==> config.mk <==
export PLATFORM = sky130hd
export DESIGN_NAME = lowercase_pattern_masker
export DESIGN_NICKNAME = d
export VERILOG_FILES = /design/src/lpm_pkg.sv /design/src/lowercase_pattern_masker.sv
export SDC_FILE = /design/constraint.sdc
export NUM_CORES = 1
export LEC_CHECK = 0
export BUFFER_PORTS_ARGS = -buffer_cell sky130_fd_sc_hd__buf_4
export CORE_AREA = 5 5 150 209
export DETAILED_ROUTE_END_ITERATION = 10
export DIE_AREA = 0 0 155 214
export PLACE_DENSITY = 0.73
export SLEW_MARGIN = 20
export SYNTH_ARGS = -nofsm -noshare
export SYNTH_HDL_FRONTEND = slang
export SYNTH_SLANG_ARGS = --single-unit
==> constraint.sdc <==
create_clock -name clk -period 5 [get_ports clk]
set_clock_uncertainty 0.05 [all_clocks]
set_input_delay 0 -clock clk [delete_from_list [all_inputs] [get_ports clk]]
set_output_delay 0 -clock clk [all_outputs]
set_load 0.02 [all_outputs]
==> src/lpm_pkg.sv <==
// Shared constants and helpers for the lowercase pattern masker.
`default_nettype none
package lpm_pkg;

  localparam int CHAR_W = 8;
  localparam int CFG_W = 64;
  localparam int CFG_IDX_W = 2;
  localparam int LEN_W = 5;
  // Pattern register space: two 64-bit words hold up to sixteen bytes.
  localparam int PAT_BYTES = 16;

  localparam logic [CHAR_W-1:0] STAR_CHAR = 8'h2A;
  localparam logic [CHAR_W-1:0] UPPER_A = 8'h41;
  localparam logic [CHAR_W-1:0] UPPER_Z = 8'h5A;
  localparam logic [CHAR_W-1:0] CASE_BIT = 8'h20;

  typedef enum logic [CFG_IDX_W-1:0] {
    REG_PATTERN_LOW = 2'd0,
    REG_PATTERN_HIGH = 2'd1,
    REG_PATTERN_LENGTH = 2'd2
  } cfg_reg_t;

  typedef logic [CHAR_W-1:0] char_t;

  function automatic char_t fold_case(input char_t c);
    if (c >= UPPER_A && c <= UPPER_Z) begin
      return c | CASE_BIT;
    end
    return c;
  endfunction

endpackage
`default_nettype wire

==> src/lowercase_pattern_masker.sv <==
// Lowercase pattern masker: case fold, window compare, star masking, output skid.
// Ordering: the request that completes a pattern-length window pops its oldest byte at its
//   own accepting edge into the output register, or into the skid entry on a stall.
// Throughput: one byte per cycle in steady state; a final byte, or a shorter pattern length
//   set mid-text, holds input while the extra bytes (up to 15) drain; a stalled output
//   parks one byte in the skid entry and holds input until it moves up.
// Reset (rst_n low, synchronous): window empty, pattern registers zero (pass through).
`default_nettype none
module lowercase_pattern_masker #(
  parameter int PATTERN_MAX = 16
) (
  input  wire                             clk,
  input  wire                             rst_n,
  // config write port
  input  wire                             cfg_wr_en,
  input  wire [lpm_pkg::CFG_IDX_W-1:0]    cfg_index,
  input  wire [lpm_pkg::CFG_W-1:0]        cfg_wdata,
  // input stream
  input  wire                             in_tvalid,
  output logic                            in_tready,
  input  wire [7:0]                       in_tdata,   // [7:0] text_char
  input  wire                             in_tlast,   // text_last
  // output stream
  output logic                            out_tvalid,
  input  wire                             out_tready,
  output logic [7:0]                      out_tdata,  // [7:0] out_char
  output logic                            out_tlast   // out_last
);
  import lpm_pkg::*;

  localparam int WIN_DEPTH = (PATTERN_MAX < PAT_BYTES) ? PATTERN_MAX : PAT_BYTES;
  localparam int WIN_BITS = WIN_DEPTH * CHAR_W;
  localparam int FILL_W = $clog2(WIN_DEPTH + 1);
  localparam logic [LEN_W-1:0] LEN_CAP = LEN_W'(WIN_DEPTH);

  // configuration
  logic [CFG_W-1:0]       pat_low_r;
  logic [CFG_W-1:0]       pat_high_r;
  logic [LEN_W-1:0]       pat_len_r;
  logic [2*CFG_W-1:0]     pat_vec;
  logic [LEN_W-1:0]       len_eff;

  // window
  logic [WIN_BITS-1:0]    win_r;
  logic [WIN_BITS-1:0]    win_nxt;
  logic [FILL_W-1:0]      fill_r;
  logic [FILL_W-1:0]      fill_nxt;
  logic                   pend_r;
  logic                   pend_nxt;
  logic                   flush_r;
  logic                   flush_nxt;

  // datapath
  logic                   push;
  logic                   active;
  logic                   last_flag;
  logic                   pop;
  logic                   pop_last;
  logic                   hit;
  logic [FILL_W-1:0]      vfill;
  logic [WIN_BITS-1:0]    view_vec;
  logic [WIN_BITS-1:0]    star_vec;
  logic [WIN_BITS-1:0]    shift_vec;
  char_t                  in_char;

  // output register plus skid
  logic                   out_v_r;
  logic                   skid_v_r;
  char_t                  out_char_r;
  logic                   out_last_r;
  char_t                  skid_char_r;
  logic                   skid_last_r;
  logic                   out_fire;

  function automatic logic needs_pop(input logic [FILL_W-1:0] f,
                                     input logic [LEN_W-1:0] len,
                                     input logic lf);
    logic cmp_ok;
    cmp_ok = (len != '0) && (LEN_W'(f) >= len);
    return cmp_ok || (((len == '0) || lf) && (f != '0));
  endfunction

  always_ff @(posedge clk) begin
    if (!rst_n) begin
      pat_low_r <= '0;
      pat_high_r <= '0;
      pat_len_r <= '0;
    end else if (cfg_wr_en) begin
      case (cfg_index)
        REG_PATTERN_LOW: pat_low_r <= cfg_wdata;
        REG_PATTERN_HIGH: pat_high_r <= cfg_wdata;
        REG_PATTERN_LENGTH: pat_len_r <= cfg_wdata[LEN_W-1:0];
        default: ;
      endcase
    end
  end

  assign pat_vec = {pat_high_r, pat_low_r};
  assign len_eff = (pat_len_r > LEN_CAP) ? LEN_CAP : pat_len_r;

  assign in_tready = !pend_r && !skid_v_r;
  assign push = in_tvalid && in_tready;
  assign active = push || pend_r;
  assign last_flag = flush_r || (push && in_tlast);
  assign in_char = fold_case(in_tdata);
  assign vfill = fill_r + FILL_W'(push);

  always_comb begin
    // window as seen with the incoming byte placed after the held ones
    for (int i = 0; i < WIN_DEPTH; i++) begin
      view_vec[i*CHAR_W +: CHAR_W] = (push && fill_r == FILL_W'(i)) ? in_char
                                                                    : win_r[i*CHAR_W +: CHAR_W];
    end
    hit = 1'b1;
    for (int k = 0; k < WIN_DEPTH; k++) begin
      if (LEN_W'(k) < len_eff && view_vec[k*CHAR_W +: CHAR_W] != pat_vec[k*CHAR_W +: CHAR_W]) begin
        hit = 1'b0;
      end
    end
    // compare only counts when the window is full enough for the pattern
    if (len_eff == '0 || LEN_W'(vfill) < len_eff) begin
      hit = 1'b0;
    end
    for (int k = 0; k < WIN_DEPTH; k++) begin
      star_vec[k*CHAR_W +: CHAR_W] = (hit && LEN_W'(k) < len_eff) ? STAR_CHAR
                                                                   : view_vec[k*CHAR_W +: CHAR_W];
    end
    shift_vec = star_vec >> CHAR_W;

    pop = active && !skid_v_r && needs_pop(vfill, len_eff, last_flag);
    pop_last = last_flag && (vfill == FILL_W'(1));
    win_nxt = pop ? shift_vec : view_vec;
    fill_nxt = vfill - FILL_W'(pop);
    pend_nxt = active && needs_pop(fill_nxt, len_eff, last_flag);
    flush_nxt = pend_nxt && last_flag;
  end

  always_ff @(posedge clk) begin
    if (!rst_n) begin
      fill_r <= '0;
      pend_r <= 1'b0;
      flush_r <= 1'b0;
    end else begin
      fill_r <= fill_nxt;
      pend_r <= pend_nxt;
      flush_r <= flush_nxt;
    end
  end

  always_ff @(posedge clk) begin
    win_r <= win_nxt;
  end

  assign out_fire = out_v_r && out_tready;

  always_ff @(posedge clk) begin
    if (!rst_n) begin
      out_v_r <= 1'b0;
      skid_v_r <= 1'b0;
    end else if (skid_v_r) begin
      if (out_fire) begin
        skid_v_r <= 1'b0;
      end
    end else if (pop) begin
      if (out_v_r && !out_tready) begin
        skid_v_r <= 1'b1;
      end else begin
        out_v_r <= 1'b1;
      end
    end else if (out_fire) begin
      out_v_r <= 1'b0;
    end
  end

  always_ff @(posedge clk) begin
    if (skid_v_r) begin
      if (out_fire) begin
        out_char_r <= skid_char_r;
        out_last_r <= skid_last_r;
      end
    end else if (pop) begin
      if (out_v_r && !out_tready) begin
        skid_char_r <= star_vec[CHAR_W-1:0];
        skid_last_r <= pop_last;
      end else begin
        out_char_r <= star_vec[CHAR_W-1:0];
        out_last_r <= pop_last;
      end
    end
  end

  assign out_tvalid = out_v_r;
  assign out_tdata = out_char_r;
  assign out_tlast = out_last_r;

  a_skid_needs_head: assert property (@(posedge clk) disable iff (!rst_n)
    skid_v_r |-> out_v_r)
    else $error("skid entry held without a head entry");

  a_fill_bound: assert property (@(posedge clk) disable iff (!rst_n)
    push |-> fill_r < FILL_W'(WIN_DEPTH))
    else $error("byte pushed into a full window");

  a_flush_pending: assert property (@(posedge clk) disable iff (!rst_n)
    flush_r |-> pend_r)
    else $error("flush marked with no pending drain");

  a_last_empties: assert property (@(posedge clk) disable iff (!rst_n)
    (pop && pop_last) |=> (fill_r == '0) && !pend_r && !flush_r)
    else $error("window not empty after final byte");

endmodule
`default_nettype wire
Word level (Yosys, flattened, before mapping)
Cells that the tools add are included.
{ "totals": {"reg_bits": 288, "latch_bits": 0, "mem_bits_rw": 0, "romBits": 0, "in_bits": 80, "out_inout_bits": 11, "word_cells": 231, "n_memories": 0} }
{ "classes": {"addsub": 2, "mul": 0, "div_mod_pow": 0, "n_lt_le_gt_ge": 22, "eq_ne": 37, "n_shift": 0, "mux": 69, "n_bitwise": 1, "reduce_logical": 86} }
{ "ops": {"columns": ["cell", "n"], "rows": [
  ["8-bit two-way mux", 38],
  ["8-bit inequality test", 16],
  ["120-bit two-way mux", 1],
  ["1-bit logical AND", 63],
  ["5-bit by 4-bit equality test with 1-bit output (second input constant)", 8],
  ["4-bit by 5-bit < comparator with 1-bit output (first input constant)", 8],
  ["1-bit two-way mux", 29],
  ["5-bit by 3-bit equality test with 1-bit output (second input constant)", 4],
  ["3-bit by 5-bit < comparator with 1-bit output (first input constant)", 4],
  ["5-bit nonzero test", 3],
  ["5-bit by 1-bit equality test with 1-bit output (second input constant)", 2],
  ["5-bit by 2-bit equality test with 1-bit output (second input constant)", 2],
  ["5-bit greater-or-equal comparator", 2],
  ["5-bit logical NOT", 2],
  ["1-bit by 5-bit < comparator with 1-bit output (first input constant)", 2],
  ["2-bit by 5-bit < comparator with 1-bit output (first input constant)", 2],
  ["3-bit AND reduction", 3],
  ["8-bit by 7-bit greater-or-equal comparator with 1-bit output (second input constant)", 1],
  ["8-bit by 7-bit less-or-equal comparator with 1-bit output (second input constant)", 1],
  ["1-bit logical OR", 6],
  ["2-bit AND reduction", 3],
  ["5-bit by 1-bit adder with 5-bit output", 1],
  ["5-bit greater-than comparator (second input constant)", 1],
  ["5-bit < comparator", 1],
  ["10 further kinds", 14]
]} }

Logic depth before layout (Yosys ltp)
{ "depth": {"depth_word": 29, "depth_mapped": 28} }

Least setup slack after synthesis
OpenSTA, ideal clock, no wires.
{ "synth_timing": {"path_type": "reg-to-reg", "from": "register skid_v_r", "to": "register flush_r", "arrival_time_ps": 5165, "path_slack_ps": -339, "path_stages_with_launch": 28, "path_cell_list": "dfxtp_1 -> buf_2 -> nor2_1 -> and2_1 -> ha_1 -> ha_1 -> nand3_1 -> xor2_1 -> inv_1 -> ha_1 -> and3_1 -> nand4_1 -> a311o_1 -> inv_1 -> clkbuf_1 -> buf_1 -> clkbuf_1 -> ha_1 -> ha_1 -> xnor2_1 -> ha_1 -> nor2b_1 -> o21ai_0 -> nand2b_1 -> a21oi_1 -> o21ai_0 -> and3b_1 -> nor2b_1"} }
{ "synth_between": {"elab_chain_len": 15, "word_cells_on_any_way": 23, "cone_classes": "2 x add/sub; 2 x order compare; 19 x reduce/logical"} }
{ "synth_lines": {"columns": ["element", "line_no", "text"], "rows": [
  ["from (decl)", "lowercase_pattern_masker.sv:68", "logic skid_v_r;"],
  ["from (signal assigned)", "lowercase_pattern_masker.sv:159", "skid_v_r <= 1'b0;"],
  ["from (signal assigned)", "lowercase_pattern_masker.sv:162", "skid_v_r <= 1'b0;"],
  ["from (signal assigned)", "lowercase_pattern_masker.sv:166", "skid_v_r <= 1'b1;"],
  ["1-bit logical NOT *", "lowercase_pattern_masker.sv:101", "assign in_tready = !pend_r && !skid_v_r;"],
  ["1-bit logical AND *", "lowercase_pattern_masker.sv:101", null],
  ["via in_tready", "lowercase_pattern_masker.sv:20", "output logic in_tready,"],
  ["1-bit logical AND *", "lowercase_pattern_masker.sv:102", "assign push = in_tvalid && in_tready;"],
  ["parallel branches: the longest is 5 deep, another holds 5-bit by 1-bit adder with 5-bit output", null, null],
  ["1-bit logical AND *", "lowercase_pattern_masker.sv:130", "pop = active && !skid_v_r && needs_pop(vfill, len_eff, last_flag);"],
  ["via pop", "lowercase_pattern_masker.sv:57", "logic pop;"],
  ["5-bit by 1-bit subtractor with 5-bit output *", "lowercase_pattern_masker.sv:133", "fill_nxt = vfill - FILL_W'(pop);"],
  ["via fill_nxt[2]", "lowercase_pattern_masker.sv:47", "logic [FILL_W-1:0] fill_nxt;"],
  ["5-bit greater-or-equal comparator / 5-bit nonzero test (equally long branches)", "lowercase_pattern_masker.sv:79, lowercase_pattern_masker.sv:80", null],
  ["1-bit logical AND, on equally long branches", "lowercase_pattern_masker.sv:79, lowercase_pattern_masker.sv:80", null],
  ["1-bit logical OR *", "lowercase_pattern_masker.sv:80", "return cmp_ok || (((len == '0) || lf) && (f != '0));"],
  ["1-bit logical AND *", "lowercase_pattern_masker.sv:134", "pend_nxt = active && needs_pop(fill_nxt, len_eff, last_flag);"],
  ["1-bit logical AND *", "lowercase_pattern_masker.sv:135", "flush_nxt = pend_nxt && last_flag;"],
  ["to (signal assigned)", "lowercase_pattern_masker.sv:146", "flush_r <= flush_nxt;"],
  ["to (decl)", "lowercase_pattern_masker.sv:50", "logic flush_r;"]
]} }
Mark *: on every way through the listed nets, which the timed path passes.
A chain may end at the register's enable or synchronous reset.

Final worst setup path
{ "layout_timing": {"from": "register pend_r", "to": "register flush_r"} }
{ "layout_between": {"elab_chain_len": 15, "word_cells_on_any_way": 23, "cone_classes": "2 x add/sub; 2 x order compare; 19 x reduce/logical"} }
{ "layout_lines": {"columns": ["element", "line_no", "text"], "rows": [
  ["from (decl)", "lowercase_pattern_masker.sv:48", "logic pend_r;"],
  ["from (signal assigned)", "lowercase_pattern_masker.sv:145", "pend_r <= pend_nxt;"],
  ["parallel branches: the longest is 9 deep, another holds 5-bit by 1-bit adder with 5-bit output", null, null],
  ["5-bit by 1-bit subtractor with 5-bit output *", "lowercase_pattern_masker.sv:133", null],
  ["via fill_nxt[2]", "lowercase_pattern_masker.sv:47", null],
  ["5-bit greater-or-equal comparator / 5-bit nonzero test (equally long branches)", "lowercase_pattern_masker.sv:79, lowercase_pattern_masker.sv:80", null],
  ["1-bit logical AND, on equally long branches", "lowercase_pattern_masker.sv:79, lowercase_pattern_masker.sv:80", null],
  ["1-bit logical OR *", "lowercase_pattern_masker.sv:80", null],
  ["1-bit logical AND *", "lowercase_pattern_masker.sv:134", null],
  ["1-bit logical AND *", "lowercase_pattern_masker.sv:135", null]
]} }
Marks and branches as above.

==> results.cfg <==
[run]
cap_violations = 0

[place]
place.gp.congestion = 1.00
dp_hpwl_um = 39500
port-buffer-count = 90
place_area_um2 = 17200

[die]
rows = 74
die_h_um = 214
die-area_um2 = 33200
io_pins = 91
start_util_pct = 55.1
core_area_um2 = 29200
die_w_um = 155

[power]
p_leak_nw = 7.50
pwr_density_cell_nw_per_um2 = 541
ir_drop_v = 0.000414

[global_routing]
grtUsageTotal_pct = 33.8
overflow = 0
grt_max_degree = 159
grt_pass1_wl_um = 89900
grt_pass1_vias = 15900
antenna_found_initial = 1

[final_layout]
drive_gt1_share_pct = 11.9
fill_cells = 2487
post-route-util_pct = 65.5
regArea_um2 = 5950
multiInputGateArea_um2 = 9350
nNetsFinal = 2269
synthToLayoutAreaGrowth_pct = 18.8
postLayoutCellArea_um2 = 19100
final_cell_mix = 424 x nand2_1, 269 x dfxtp_1, 156 x buf_4
final_common_cell = nand2_1

[clock_tree]
tritoncts = yes
htreeDepth = 1
clockBufferDepth = 3
worstSkewPairLatency_ns = 0.58
clkSlewWorstSetupHoldPaths_ns = 0.07
cts_root_buffer = clkbuf_16
clock-sinks = 288
cts_made_buffers = 30
cts_setup_buffers = 0

[synthesis]
yosys.cell_types.count = 93
yosys_warnings = 0
synth_cells = 2047
syn_area_um2 = 16100
ys_ff_latch = 288
async_flop_share_pct = 0
syn_nets = 2141
synth.yosys.seq_area_share_pct = 37.0
synth_ff_type = dfxtp_1
syn_area_per_cell_um2 = 7.85
synth_edf_count = 18

[sta]
hold_violations = 0
fin_crit_sh_pct = 92.2
maxSlewHeadroom_pct = 32.5
max_freq_mhz = 217
rsz0062_at_grt = false
layout_min_cycle_time_ns = 4.61
setup_tns_ns = 0
finalSetupViolations = 0
worstMarginPinSlew_ns = 1.01
holdWs_ns = 0.135
slew_violations = 0

[worst_setup_path]
cpLargestDelayFamily = adder cells
critPathSlowestCell = dfxtp_1
arrival_ns = 5.04
cp_cell_sequence = nor2_2 -> and2_1 -> ha_1 -> ha_1 -> nand3_1 -> xor2_1 -> inv_1 -> ha_1 -> o21ai_0 -> a21o_1 -> a311o_2 -> inv_4 -> ha_1 -> ha_1 -> xnor2_1 -> ha_1 -> nor2b_1 -> o21ai_0 -> nand2b_1 -> a21oi_1 -> o21ai_0 -> and3b_1 -> nor2b_1
critPathBufInv = 2
cp-start-kind = flip-flop
path_common_cell = ha_1
criticalPathCategory = reg -> reg
cp-end-kind = flip-flop
crit_path_max_incr_delay_ns = 0.50
worstPathMaxFanout = 6
critPathRequiredTime_ns = 5.43

[route]
dr.pass1.iters = 6
wl_um = 58300
avgRoutedWirePerCell_um = 22.6
drtIter0Drc = 1745
vias = 16200
vias_per_cell = 6.29
drc = 0
ant_nets = 0

[run_status]
outcome = finished, final reports clean

[worst_hold_path]
hold_class = in -> reg
cell families (layout without fill, tap and decap cells):
family                     after synthesis  count (layout)  synth area share, %
AOI/OAI and AO/OA                      633             633                 26.4
xor gates and xnor gates               127             127                 6.92
adders and majority gates               14              14                 1.09
buffers and inverters                  207             359                 5.05
DFF                                    288             288                 37.0
muxes                                   47              47                 3.00
other                                    0               1                    0
and+or+nand+nor                        731             731                 20.6
stage by stage:
step	setup WS [ns]	instances	power, mW
3_3_place_gp	0.389	2443	7.68
4_1_cts	0.286	2578	10.2
5_1_grt	0.0650	2580	10.9
3_5_place_dp	0.292	2443	7.78
2_1_floorplan	0.0177	2047	6.53
6_report	0.389	2580	10.3
worst min-delay path: stages:
cell and delay [ns]:
buf_4 0.21, and2_1 0.20, nor2_1 0.07, and3b_1 0.23
cell usage after synthesis, drive strengths merged, types with 8 or more instances:
master / count / area share, %
o21a: 8 / 0.37
o221ai: 11 / 0.60
a22o: 16 / 0.87
nand3: 27 / 0.90
dfxtp: 270 / 34
nor2: 125 / 3.0
clkbuf: 117 / 2.7
nor4: 17 / 0.93
xnor2: 57 / 3.1
buf: 26 / 0.82
a21oi: 125 / 3.9
xor2: 70 / 3.8
nand2b: 11 / 0.43
mux2i: 40 / 2.5
o21ai: 123 / 3.8
nor3: 33 / 1.1
o31ai: 16 / 0.78
inv: 63 / 1.5
a31oi: 52 / 2.0
nand4: 16 / 0.70
a221oi: 12 / 0.65
ha: 14 / 1.1
o22a: 23 / 1.3
nor2b: 22 / 0.86
nand2: 424 / 9.9
edfxtp: 18 / 3.4
or2: 8 / 0.31
o211ai: 8 / 0.37
o22ai: 27 / 1.1
a21boi: 132 / 6.2
layer usage:
| layer | track usage [%] | vias to the layer above | routed length (um) |
|---|---|---|---|
| li1 | - | 7490 | - |
| met1 | 41.1 | 7655 | 22000 |
| met2 | 57.0 | 842 | 28000 |
| met3 | 5.13 | 230 | 4680 |
| met4 | 18.4 | 0 | 3630 |
| met5 | 0 | - | 0 |
area by class of cell:
| cell class | count | area share [%] |
|---|---|---|
| Clock inverter | 18 | 0.982 |
| Clock buffer | 38 | 4.57 |
| Multi-Input combinational cell | 1552 | 49.0 |
| Tap cell | 380 | 2.49 |
| Antenna cell | 1 | 0.0131 |
| Inverter | 64 | 1.27 |
| Timing Repair Buffer | 239 | 10.6 |
| Sequential cell | 288 | 31.1 |
final timing paths:
path	startpoint	to	slack [ns]	cells past startpoint
worst min register to register	pat_low_r[15]$_SDFFE_PN0P_	pat_low_r[15]$_SDFFE_PN0P_	0.42	2
worst max register to register	pend_r$_SDFF_PN0_	flush_r$_SDFF_PN0_	0.39	23
worst max-delay path	pend_r$_SDFF_PN0_	flush_r$_SDFF_PN0_	0.39	23
worst min-delay path	in_tvalid	pend_r$_SDFF_PN0_	0.14	4
flip-flops by register name, indices dropped and copies added (netlist names):
signal and count:
win_r 128, skid_char_r 8, skid_last_r 1, pat_low_r 64, out_tlast 1, out_tdata 8
pat_len_r 5, fill_r 5, flush_r 1, pend_r 1, skid_v_r 1, out_tvalid 1
pat_high_r 64
what timing repair did:
action                                  CTS  global route
hold endpoints to repair                175             2
hold buffers                             79             1
resized for setup                         0             2
endpoints found under the setup margin    0             5
power by group:
group          switching, mW  internal (mW)
combinational           2.62           1.80
sequential             0.536           3.00
clock                   1.00           1.39
Note: power is estimated with default switching activity, not from simulation.
